$ cat src/sv/lfsd_pkg.sv
// ---------------------------------------------------------------------------
// lfsd_pkg
// shared types and constants of the lidar frame sync decoder
// ---------------------------------------------------------------------------
`default_nettype none

package lfsd_pkg;

   localparam int unsigned BYTE_W      = 8;
   localparam int unsigned WINDOW_D    = 3;
   localparam int unsigned FILL_W      = 2;
   localparam int unsigned DISTANCE_W  = 11;
   localparam int unsigned DIRECTION_W = 13;
   localparam int unsigned LIMIT_W     = 14;
   localparam int unsigned CSR_ADDR_W  = 3;
   localparam int unsigned CSR_DATA_W  = 32;

   localparam logic [FILL_W-1:0]  FILL_FULL         = 2'd3;
   localparam logic [LIMIT_W-1:0] DIR_LIMIT_RESET   = 14'd5760;
   // register index taken from paddr[2]
   localparam logic               REG_DIR_LIMIT     = 1'b0;

   typedef logic [BYTE_W-1:0] byte_type;
   typedef byte_type window_type [WINDOW_D];

   // decode of one four-byte window
   typedef struct packed {
      logic                   frame_ok;   // sync bits and checksum match
      logic                   hit;        // good frame below the direction limit
      logic [DISTANCE_W-1:0]  distance;
      logic [DIRECTION_W-1:0] direction;
      logic                   stored;
      logic                   new_sweep;
   } frame_type;

endpackage

`default_nettype wire

$ cat src/sv/lfsd_frame_decode.sv
// ---------------------------------------------------------------------------
// lfsd_frame_decode
// sync check, checksum and field extraction of one four-byte window
// ---------------------------------------------------------------------------
`default_nettype none

module lfsd_frame_decode
   import lfsd_pkg::*;
(
   input  var window_type                   window,
   input  var logic [BYTE_W-1:0]            newest,
   input  var logic [LIMIT_W-1:0]           dir_limit,
   input  var logic [DIRECTION_W-1:0]       last_dir,
   input  var logic                         sweep_has_point,
   output frame_type                        frame
);

   function automatic logic [3:0] pop8(input logic [BYTE_W-1:0] v);
      logic [3:0] n;
      n = 4'd0;
      for (int i = 0; i < BYTE_W; i++) begin
         n = n + {3'd0, v[i]};
      end
      return n;
   endfunction

   logic [3:0]             pop1;
   logic [3:0]             pop2;
   logic [3:0]             pop3;
   logic [2:0]             csum;
   logic                   sync_ok;
   logic [11:0]            raw_len;
   logic [DIRECTION_W-1:0] dir;
   logic                   below_limit;
   logic                   fresh;

   always_comb begin
      pop1    = pop8(window[1]);
      pop2    = pop8(window[2]);
      pop3    = pop8(newest);
      // only the count mod 8 matters, so the low bits of each count suffice
      csum    = pop1[2:0] + pop2[2:0] + pop3[2:0];
      sync_ok = !window[0][7] && !window[1][7] && !window[2][7] && newest[7];
      raw_len = {window[0][3:0], window[1][6:0], window[2][6]};
      dir     = {window[2][5:0], newest[6:0]};
      below_limit = {1'b0, dir} < dir_limit;
      fresh   = sweep_has_point && (dir <= last_dir);

      frame.frame_ok  = sync_ok && (csum == window[0][6:4]);
      frame.hit       = frame.frame_ok && below_limit;
      // values above 2047 read as no range
      frame.distance  = raw_len[11] ? '0 : raw_len[DISTANCE_W-1:0];
      frame.direction = dir;
      frame.stored    = !raw_len[11] && (raw_len[DISTANCE_W-1:0] != '0);
      frame.new_sweep = fresh;
   end

endmodule

`default_nettype wire

$ cat src/sv/lidar_frame_sync_decoder.sv
// a byte is decoded from the input register and its point loaded into the result register
// throughput: one byte per cycle unless held by a stalled result; the sweep state loop
// closes through the decode of the byte in the input register
// a stalled result holds the input register only when that byte also yields a point
// reset: synchronous, active high; clears window fill, sweep state, valids and
// sets direction_limit to 5760
// ---------------------------------------------------------------------------
// lidar_frame_sync_decoder
// finds four-byte sample frames in a lidar byte stream and emits decoded points
// ---------------------------------------------------------------------------
`default_nettype none

module lidar_frame_sync_decoder
   import lfsd_pkg::*;
(
   input  var logic                     clock,
   input  var logic                     reset,
   // byte stream in
   input  var logic                     req_valid,
   output logic                         req_stall,
   input  var logic [7:0]               req_data_byte,
   // decoded points out
   output logic                         rsp_valid,
   input  var logic                     rsp_stall,
   output logic [DISTANCE_W-1:0]        rsp_distance,
   output logic [DIRECTION_W-1:0]       rsp_direction,
   output logic                         rsp_stored,
   output logic                         rsp_new_sweep,
   // register port
   input  var logic                     psel,
   input  var logic                     penable,
   input  var logic                     pwrite,
   input  var logic [CSR_ADDR_W-1:0]    paddr,
   input  var logic [CSR_DATA_W-1:0]    pwdata,
   output logic [CSR_DATA_W-1:0]        prdata,
   output logic                         pready
);

   // input register: one byte beat waiting for decode
   logic                   in_vld_ff,   in_vld_in;
   logic [BYTE_W-1:0]      in_byte_ff,  in_byte_in;

   // frame state
   window_type             window_ff,   window_in;
   logic [FILL_W-1:0]      fill_ff,     fill_in;
   logic [DIRECTION_W-1:0] last_dir_ff, last_dir_in;
   logic                   has_pt_ff,   has_pt_in;
   logic [LIMIT_W-1:0]     limit_ff,    limit_in;

   // result register
   logic                   out_vld_ff,  out_vld_in;
   frame_type              out_ff,      out_in;

   frame_type              dec;
   logic                   req_take;
   logic                   out_blocked;
   logic                   adv;
   logic                   full;
   logic                   load;
   logic                   csr_wr;

   lfsd_frame_decode u_decode (
      .window          (window_ff),
      .newest          (in_byte_ff),
      .dir_limit       (limit_ff),
      .last_dir        (last_dir_ff),
      .sweep_has_point (has_pt_ff),
      .frame           (dec)
   );

   always_comb begin
      full        = (fill_ff == FILL_FULL);
      out_blocked = out_vld_ff && rsp_stall;
      // a byte that yields no point never waits on the output side
      adv         = in_vld_ff && !(full && dec.hit && out_blocked);
      load        = adv && full && dec.hit;
      req_stall   = in_vld_ff && !adv;
      req_take    = req_valid && !req_stall;
      csr_wr      = psel && penable && pwrite && pready;

      in_vld_in   = req_take ? 1'b1 : (adv ? 1'b0 : in_vld_ff);
      in_byte_in  = req_take ? req_data_byte : in_byte_ff;

      window_in   = window_ff;
      fill_in     = fill_ff;
      last_dir_in = last_dir_ff;
      has_pt_in   = has_pt_ff;
      if (adv) begin
         if (!full) begin
            // still filling the window
            window_in[fill_ff] = in_byte_ff;
            fill_in            = fill_ff + 2'd1;
         end else if (!dec.frame_ok) begin
            // slide by one byte
            window_in[0] = window_ff[1];
            window_in[1] = window_ff[2];
            window_in[2] = in_byte_ff;
         end else begin
            // frame used up, sweep tracking only for kept directions
            fill_in = '0;
            if (dec.hit) begin
               if (dec.new_sweep) begin
                  has_pt_in = 1'b0;
               end
               if (dec.stored) begin
                  last_dir_in = dec.direction;
                  has_pt_in   = 1'b1;
               end
            end
         end
      end

      out_vld_in = load ? 1'b1 : ((out_vld_ff && !rsp_stall) ? 1'b0 : out_vld_ff);
      out_in     = load ? dec : out_ff;

      limit_in   = (csr_wr && (paddr[2] == REG_DIR_LIMIT)) ? pwdata[LIMIT_W-1:0] : limit_ff;
   end

   always_ff @(posedge clock) begin
      if (reset) begin
         in_vld_ff   <= 1'b0;
         fill_ff     <= '0;
         last_dir_ff <= '0;
         has_pt_ff   <= 1'b0;
         limit_ff    <= DIR_LIMIT_RESET;
         out_vld_ff  <= 1'b0;
      end else begin
         in_vld_ff   <= in_vld_in;
         fill_ff     <= fill_in;
         last_dir_ff <= last_dir_in;
         has_pt_ff   <= has_pt_in;
         limit_ff    <= limit_in;
         out_vld_ff  <= out_vld_in;
      end
   end

   // payload registers, no reset needed
   always_ff @(posedge clock) begin
      in_byte_ff <= in_byte_in;
      window_ff  <= window_in;
      out_ff     <= out_in;
   end

   assign rsp_valid     = out_vld_ff;
   assign rsp_distance  = out_ff.distance;
   assign rsp_direction = out_ff.direction;
   assign rsp_stored    = out_ff.stored;
   assign rsp_new_sweep = out_ff.new_sweep;

   // register read: only direction_limit lives here
   assign prdata = (paddr[2] == REG_DIR_LIMIT) ?
                   {{(CSR_DATA_W-LIMIT_W){1'b0}}, limit_ff} : '0;
   assign pready = 1'b1;

   // a stalled point keeps its payload until taken
   a_rsp_hold: assert property (@(posedge clock) disable iff (reset)
      rsp_valid && rsp_stall |=> rsp_valid && $stable(out_ff))
      else $error("stalled point changed or dropped");

   // every emitted point restarts frame search
   a_load_clears: assert property (@(posedge clock) disable iff (reset)
      load |=> fill_ff == '0)
      else $error("window not cleared after a point");

   // a kept point becomes the last stored direction of the sweep
   a_stored_tracks: assert property (@(posedge clock) disable iff (reset)
      load && dec.stored |=> has_pt_ff && (last_dir_ff == $past(dec.direction)))
      else $error("sweep state not updated by stored point");

   // a held input beat keeps its byte until decoded
   a_hold_byte: assert property (@(posedge clock) disable iff (reset)
      in_vld_ff && !adv |=> in_vld_ff && $stable(in_byte_ff))
      else $error("input beat lost while held");

endmodule

`default_nettype wire

$ cat config.mk
export PLATFORM = sky130hd
export DESIGN_NAME = lidar_frame_sync_decoder
export DESIGN_NICKNAME = d
export VERILOG_FILES = /design/src/sv/lfsd_pkg.sv /design/src/sv/lfsd_frame_decode.sv /design/src/sv/lidar_frame_sync_decoder.sv
export SDC_FILE = /design/constraint.sdc
export NUM_CORES = 1
export LEC_CHECK = 0
export BUFFER_PORTS_ARGS = -buffer_cell sky130_fd_sc_hd__buf_2
export CAP_MARGIN = 20
export CORE_UTILIZATION = 45
export CTS_CLUSTER_SIZE = 8
export DETAILED_ROUTE_END_ITERATION = 6
export GPL_TIMING_DRIVEN = 0
export PLACE_DENSITY = 0.71
export SETUP_SLACK_MARGIN = 0.2
export SLEW_MARGIN = 10
export SYNTH_ARGS = -nofsm -noshare
export SYNTH_HDL_FRONTEND = slang
export SYNTH_HIERARCHICAL = 1
export SYNTH_SLANG_ARGS = --single-unit
$ cat constraint.sdc
create_clock -name clock -period 6.39 [get_ports clock]
set_input_delay 1.5975 -clock clock [delete_from_list [all_inputs] [get_ports clock]]
set_output_delay 1.5975 -clock clock [all_outputs]
set_load 0.005 [all_outputs]
==> results.md, run 1 <==
- WP buf/inv: 7
- Reg clk slew, reported paths: 0.10 ns
- Setup-violating endpoint count in the final report: 1
- Run status: finished with violations
- Switch share: 27.46%
- Unique masters post-synth: 49
- Final Hold Viols: 0
- Crit share post-route: 112.2%
- CP most frequent cell: inv_1
- Final Max Tran Viols: 0
- Clock Latency Late Sink: 0.37 ns
- Chip Width: 107.1 um
- Syn avg cell area: 10.56 sq um
- Failing checks: negative setup slack
- Sequential Power Share: 47.1%
- Detailed Route Iter0 Violations: 182
- Final hold slack: 0.4650 ns
- CP endpoint kind: primary output
- Max Cap Viol: 0
- Synth Instances: 471
- Num CTS Buffers: 9
- Combinational family with the most area after synthesis: simple AND/OR/NAND/NOR gates
- Largest net degree at the start of global routing: 22
- Net Switching: 0.3771 mW
- RSZ-0062 raised after global routing: yes
- Min-delay worst type: reg -> reg
- Maximum VDD drop: 0.0001374 V
- Most used DFF post-synth: edfxtp_1
- Sequential area share after synthesis: 47.89%
- Simple-gate area share of the yosys netlist: 14.51%
- Total inserted antenna cells: 0
- Fin cells: 731
- Clock sink total: 90
- Most frequent cells after synthesis: 77 x nand2_1, 58 x edfxtp_1, 54 x inv_1
- Placed insts: 701
- Fin worst setup slack: -0.7791 ns
- Fin Setup TNS: -0.7791 ns
- CTS tree: yes
- Final nets: 683
- Layout cells sized above 1: 25.72%
- Synth Cell Area: 4975 sq um
- CP startpoint kind: flop
- Post-synthesis mux area share: 2.817%
- Hold_sp: last_dir_ff[2]
- Antenna violations before repair: 0
- Fraction of registers with async set/reset: 0%
- Worst R2R Start: in_byte_ff[5]
- Synth area leaders: edfxtp_1 35%, dfxtp_1 13%, ha_1 7.8%
- Total Routing Usage GR: 19.35%
- Grt ovf: 0
- Max_slew headroom: 57.94%
- Worst clock skew: 0.01810 ns
- Synthesized-area fraction occupied by adder cells: 14.24%
- I/O Pins: 111
- CP required: 4.79 ns
- DP Wirelength: 7812 um
- Area Overhead vs Synth: 20.07%
- Antenna Nets Post-Route: 0
- Area leader, netlist: edfxtp_1
- CP max stage delay: 0.56 ns
- Delay-heaviest family, CP: adder cells
- Slew @ Worst Pin: 0.6151 ns
- Crit path max fanout: 2
- Most common cell in the netlist: nand2_1
- Clk network pwr share: 31.6%
- Fin crit period: 7.169 ns
- Leakage power: 2.540 nW
- Core ar.: 10,790 sq um
- Hold bufs inserted after CTS: 0
- Data arrival time of the worst path: 5.57 ns
- Global-route wire length before repair: 16,590 um
- Vias per std cell: 4.893
- Routed vias: 3,577
- Setup Crit Path Kind: reg -> out
- Die height: 107.1 um
- H-Tree Depth: 3
- Root Buffer: clkbuf_8
- Final GP Congestion: 0.8523
- Internal power: 0.9962 mW
- PD cells: 229.9 nW/um^2
- CP max-delay cell: fa_1
- Cell Rows: 38
- Combinational share of power: 21.2%
- Starting Density: 46.09%
- Pre-antenna DRT Iters: 5
- Clock buffer depth: 2
- Die Area: 11,480 sq um
- Synth top area share: 35.01%
- DRC viols: 0
- Post-synth EDFFs: 58
- Number of port buffers: 71
- Vias in the first global route: 3,508
- Aggregate routed wire length: 10,520 um
- Total power: 1.373 mW
- Xor-xnor portion of the synthesized cell area: 1.610%
- Synth Area in Compound Gates: 7.696%
- Crit-path cells: fa_1 > inv_1 > fa_1 > fa_1 > inv_1 > fa_1 > inv_1 > fa_1 > inv_1 > ha_1 > inv_1 > fa_2 > xnor2_1 > nor4_4 > o31ai_2 > a21oi_2 > and4_1 > nand2_1 > inv_1 > buf_2
- Seq cells post-synth: 90
- Wirelength per Cell: 14.40 um
- CP startpoint: in_byte_ff[5]
- Synth warn: 6
- Fmax: 0.1395 GHz
==> per-layer routing <==
metal / GRT usage (%) / vias to the layer above / wire (um)
li1: - / 1766 / -
met1: 24.61 / 1645 / 4585
met2: 31.47 / 146 / 4854
met3: 4.134 / 20 / 800
met4: 9.100 / 0 / 283
met5: 0 / - / 0
==> state kept, by name, indices dropped and copies added, names as in the netlist <==
register	flops
has_pt_ff	1
rsp_direction	13
fill_ff	2
rsp_stored	1
window_ff	24
limit_ff	14
rsp_new_sweep	1
in_byte_ff	8
in_vld_ff	1
rsp_valid	1
last_dir_ff	13
rsp_distance	11
==> worst register-to-register path: stages, from the launching register on <==
cell,delay (ns)
edfxtp_1,0.47
fa_1,0.56
inv_1,0.06
fa_1,0.47
fa_1,0.50
inv_1,0.05
fa_1,0.47
inv_1,0.05
fa_1,0.49
inv_1,0.05
ha_1,0.17
inv_1,0.07
fa_2,0.45
xnor2_1,0.18
nor4_4,0.43
o31ai_2,0.13
a21oi_2,0.15
buf_4,0.12
buf_4,0.09
buf_6,0.10
nand4_1,0.12
nand2_1,0.32
nor2_4,0.13
buf_8,0.19
==> path summary, 6_finish.rpt <==
check,endpoint,cells past startpoint,slack [ns]
setup / recovery,req_stall,20,-0.78
hold / removal,last_dir_ff[2],2,0.46
setup reg to reg,rsp_direction[5],23,0.32
hold reg to reg,last_dir_ff[2],2,0.46
==> repair_timing <==
item,4_1_cts,5_1_grt
gates resized for setup,2,6
setup buffers,13,1
pin swaps,2,3
endpoints found under the setup margin,30,26
==> cell families (layout without fill, tap and decap cells) <==
kind of cell | after synthesis | in the layout
buffers and inverters | 105 | 208
adders and majority gates | 47 | 47
xor gates and xnor gates | 6 | 6
muxes | 14 | 14
DFF | 90 | 90
other | 2 | 19
and+or+nand+nor | 148 | 148
AOI/OAI and AO/OA | 59 | 59
==> layout make-up <==
type | count | area [sq um]
plain buffers | 50 | 345.3
clock buffers | 9 | 123.9
clock inverters | 7 | 98.84
fillers | 965 | 4820
inverters | 55 | 206.4
multi-input cells | 293 | 2157
flip-flops and latches | 90 | 2382
well taps | 140 | 175.2
repair buffers | 87 | 484.2
==> layout by cell type, fill, tap and decap left out, drive strengths merged, types with 3 or more instances in the layout <==
master / instances
fa: 16
nand3: 8
inv: 57
a22o: 8
nand4: 4
edfxtp: 58
a21oi: 19
nor3: 4
clkbuf: 19
conb: 19
mux2i: 14
a21o: 5
ha: 31
buf: 127
dfxtp: 32
a211oi: 4
nor2: 11
nand2: 77
nor2b: 30
nor4: 3
o21ai: 12
==> through the flow <==
step | setup WS (ns) | util (%) | area, sq um
floorplan | -0.07277 | - | 5050
global placement | -0.6928 | 51.70 | 5580
detailed placement | -0.7643 | 51.91 | 5603
CTS | -0.8210 | 54.97 | 5933
global route | -0.9616 | 55.34 | 5973
finish | -0.7791 | 55.34 | 5973
==> power by group through the flow <==
stage               clock network (mW)  logic [mW]  registers (mW)
finish                           0.435       0.292           0.647
global route                     0.461       0.326           0.649
CTS                              0.440       0.294           0.647
detailed placement                   0       0.280           0.664
global placement                     0       0.265           0.664
floorplan                            0       0.221           0.655
Power figures use the tool's default switching activity.
==> run 2: changes to the inputs <==
--- a/config.mk
+++ b/config.mk
@@ -7,11 +7,11 @@
 export LEC_CHECK = 0
 export BUFFER_PORTS_ARGS = -buffer_cell sky130_fd_sc_hd__buf_2
 export CAP_MARGIN = 20
-export CORE_UTILIZATION = 45
+export CORE_UTILIZATION = 46
 export CTS_CLUSTER_SIZE = 8
 export DETAILED_ROUTE_END_ITERATION = 6
 export GPL_TIMING_DRIVEN = 0
-export PLACE_DENSITY = 0.71
+export PLACE_DENSITY = 0.72
 export SETUP_SLACK_MARGIN = 0.2
 export SLEW_MARGIN = 10
 export SYNTH_ARGS = -nofsm -noshare
==> run 2 against run 1 <==
Against the previous run:
- the flow still finishes with violations (negative setup slack)
- count of clock-buffer cells in the layout is 4 higher
- highest routed layer unchanged
- largest cell class unchanged
- non-clock buffer count stayed put
- critical path type unchanged
- total power is 0.81% lower
- sequential power hardly changed
==> results.md, run 2 (synthesis gave the netlist of run 1 again) <==
- Run status: finished with violations (unchanged)
- Failing checks: negative setup slack (unchanged)
- Delay-heaviest family, CP: adder cells (unchanged)
- Final GP Congestion: 0.8412 (was 0.8523)
- Final nets: 683 (unchanged)
- Die height: 106.0 um (was 107.1 um)
- CP endpoint kind: primary output (unchanged)
- Layout cells sized above 1: 25.38% (was 25.72%)
- Area Overhead vs Synth: 19.39% (was 20.07%)
- Min-delay worst type: reg -> reg (unchanged)
- Final Hold Viols: 0 (unchanged)
- Starting Density: 47.76% (was 46.09%)
- Reg2Reg Depth: 21 (was 23)
- Top flop regs: window_ff (24), limit_ff (14) (unchanged)
- Grt ovf: 0 (unchanged)
- Final hold slack: 0.4648 ns (was 0.4650 ns)
- CP max-delay cell: fa_1 (unchanged)
- Core ar.: 10,420 sq um (was 10,790 sq um)
- Fmax: 0.1410 GHz (was 0.1395 GHz)
- Hold_sp: last_dir_ff[3] (was last_dir_ff[2])
- Aggregate routed wire length: 10,580 um (was 10,520 um)
- Setup-violating endpoint count in the final report: 1 (unchanged)
- Routed vias: 3,570 (was 3,577)
- Crit path max fanout: 2 (unchanged)
- CP required: 4.79 ns (about the same)
- DRC viols: 0 (unchanged)
- H-Tree Depth: 3 (unchanged)
- Most common cell after layout, fill and taps aside: nand2_1 (unchanged)
- Hold Crit Endpoint: last_dir_ff[3] (was last_dir_ff[2])
- Max Cap Viol: 0 (unchanged)
- Most frequent cells in the layout: 77 x nand2_1, 75 x buf_2, 58 x edfxtp_1, 53 x inv_1, 46 x buf_4 (was 77 x nand2_1, 74 x buf_2, 58 x edfxtp_1, 54 x inv_1, 46 x buf_4)
- Fin crit period: 7.095 ns (was 7.169 ns)
- Fin worst setup slack: -0.7046 ns (was -0.7791 ns)
- Final Max Tran Viols: 0 (unchanged)
- Clock buffer depth: 2 (unchanged)
- Maximum VDD drop: 0.0001694 V (was 0.0001374 V)
- Root Buffer: clkbuf_8 (unchanged)
- RSZ-0062 raised after global routing: yes (unchanged)
- Clock Latency Late Sink: 0.36 ns (was 0.37 ns)
- Crit-path cells: fa_1 > inv_1 > fa_1 > fa_1 > inv_1 > fa_1 > inv_1 > fa_1 > inv_1 > ha_1 > inv_2 > fa_2 > xor2_1 > xnor3_1 > nor4_4 > o31ai_2 > a21oi_2 > and4_1 > nand2_1 > inv_1 > buf_2 (was fa_1 > inv_1 > fa_1 > fa_1 > inv_1 > fa_1 > inv_1 > fa_1 > inv_1 > ha_1 > inv_1 > fa_2 > xnor2_1 > nor4_4 > o31ai_2 > a21oi_2 > and4_1 > nand2_1 > inv_1 > buf_2)
- Antenna Nets Post-Route: 0 (unchanged)
- Total inserted antenna cells: 0 (unchanged)
- Filler cells: 912 (was 965)
- WP buf/inv: 7 (unchanged)
- FF+latch area: 2382 sq um (unchanged)
- Wirelength per Cell: 14.55 um (was 14.40 um)
- Antenna violations before repair: 0 (unchanged)
- Pre-antenna DRT Iters: 4 (was 5)
- I/O Pins: 111 (unchanged)
- CP startpoint kind: flop (unchanged)
- Global-route wire length before repair: 17,000 um (was 16,590 um)
- WHS Path Cells: 2 (unchanged)
- Setup Crit Path Kind: reg -> out (unchanged)
- Total power: 1.362 mW (was 1.373 mW)
- Total Routing Usage GR: 19.93% (was 19.35%)
- Max_slew headroom: 52.37% (was 57.94%)
- Largest Register: window_ff (unchanged)
- Reg2reg end: window_ff[13] (was rsp_direction[5])
- DP Wirelength: 7736 um (was 7812 um)
- Reg clk slew, reported paths: 0.09 ns (was 0.10 ns)
- Num CTS Buffers: 9 (unchanged)
- Multi-input gate area: 2133 sq um (was 2157 sq um)
- PD cells: 229.3 nW/um^2 (was 229.9 nW/um^2)
- Detailed Route Iter0 Violations: 182 (unchanged)
- CP max stage delay: 0.56 ns (about the same)
- Number of port buffers: 71 (unchanged)
- Clock sink total: 90 (unchanged)
- Die Area: 11,230 sq um (was 11,480 sq um)
- Crit share post-route: 111.0% (was 112.2%)
- Vias per std cell: 4.911 (was 4.893)
- CTS tree: yes (unchanged)
- Largest net degree at the start of global routing: 15 (was 22)
- Cell Rows: 37 (was 38)
- Leakage power: 2.538 nW (was 2.540 nW)
- Data arrival time of the worst path: 5.50 ns (was 5.57 ns)
- Reg2reg setup slack: 0.58 ns (was 0.32 ns)
- Slew @ Worst Pin: 0.7145 ns (was 0.6151 ns)
- Worst R2R Start: in_byte_ff[5] (unchanged)
- Worst clock skew: 0.01233 ns (was 0.01810 ns)
- Max reg flops: 24 (unchanged)
- Chip Width: 106.0 um (was 107.1 um)
- Vias in the first global route: 3,497 (was 3,508)
## run 2: worst max-delay path by stage
stage,from,depth (start not counted),slack [ns],end
after floorplan,in_byte_ff[5],19,-0.07,req_stall
after global placement,in_byte_ff[5],21,-0.69,req_stall
after detailed placement,window_ff[5],21,-0.78,req_stall
after CTS,in_byte_ff[5],21,-0.79,req_stall
after global routing,in_byte_ff[5],21,-0.96,req_stall
final,in_byte_ff[5],21,-0.70,req_stall
## run 2: worst min-delay path: stages, from the launching register on
cell     delay (ns)
dfxtp_1        0.32
nand2_1        0.05
mux2i_1        0.05
## run 2: cell type report
| class | instances | share of cell area [%] |
|---|---|---|
| Clock inverter | 3 | 0.7373 |
| Tap cell | 136 | 2.865 |
| Buffer | 50 | 5.814 |
| Timing Repair Buffer | 87 | 8.047 |
| Sequential cell | 90 | 40.11 |
| Inverter | 55 | 3.476 |
| Clock buffer | 13 | 3.033 |
| Multi-Input combinational cell | 293 | 35.92 |
## run 2: power breakdown
part	internal (mW)	total [mW]	leakage [nW]	switching (mW)
sequential	0.632	0.647	0.784	0.0153
clock	0.226	0.428	0.115	0.202
combinational	0.140	0.287	1.64	0.147
total	0.998	1.36	2.54	0.364
## run 2: per-layer routing
metal	track usage, %	routed length (um)	vias up
li1	-	-	1761
met1	25.95	4618	1652
met2	32.40	4983	136
met3	4.231	729	21
met4	8.036	246	0
met5	0	0	-
## run 2: timing repair
action	4_1_cts	5_1_grt
endpoints found under the hold margin	0	0
setup buffers	12	1
pin swaps	4	1
endpoints found under the setup margin	35	35
gates resized for setup	0	4
hold buffers	0	0
## run 2: per-stage QoR
stage                     worst slack [ns]  cell area, sq um   TNS, ns  util [%]  instances
after global placement             -0.6854              5575    -16.53     53.53        695
after detailed placement           -0.7837              5598   -0.7837     53.74        697
after floorplan                   -0.07277              5050  -0.07277         -        488
final                              -0.7046              5939   -0.7046     57.02        727
after CTS                          -0.7942              5912   -0.7942     56.76        725
after global routing               -0.9572              5939   -0.9572     57.02        727
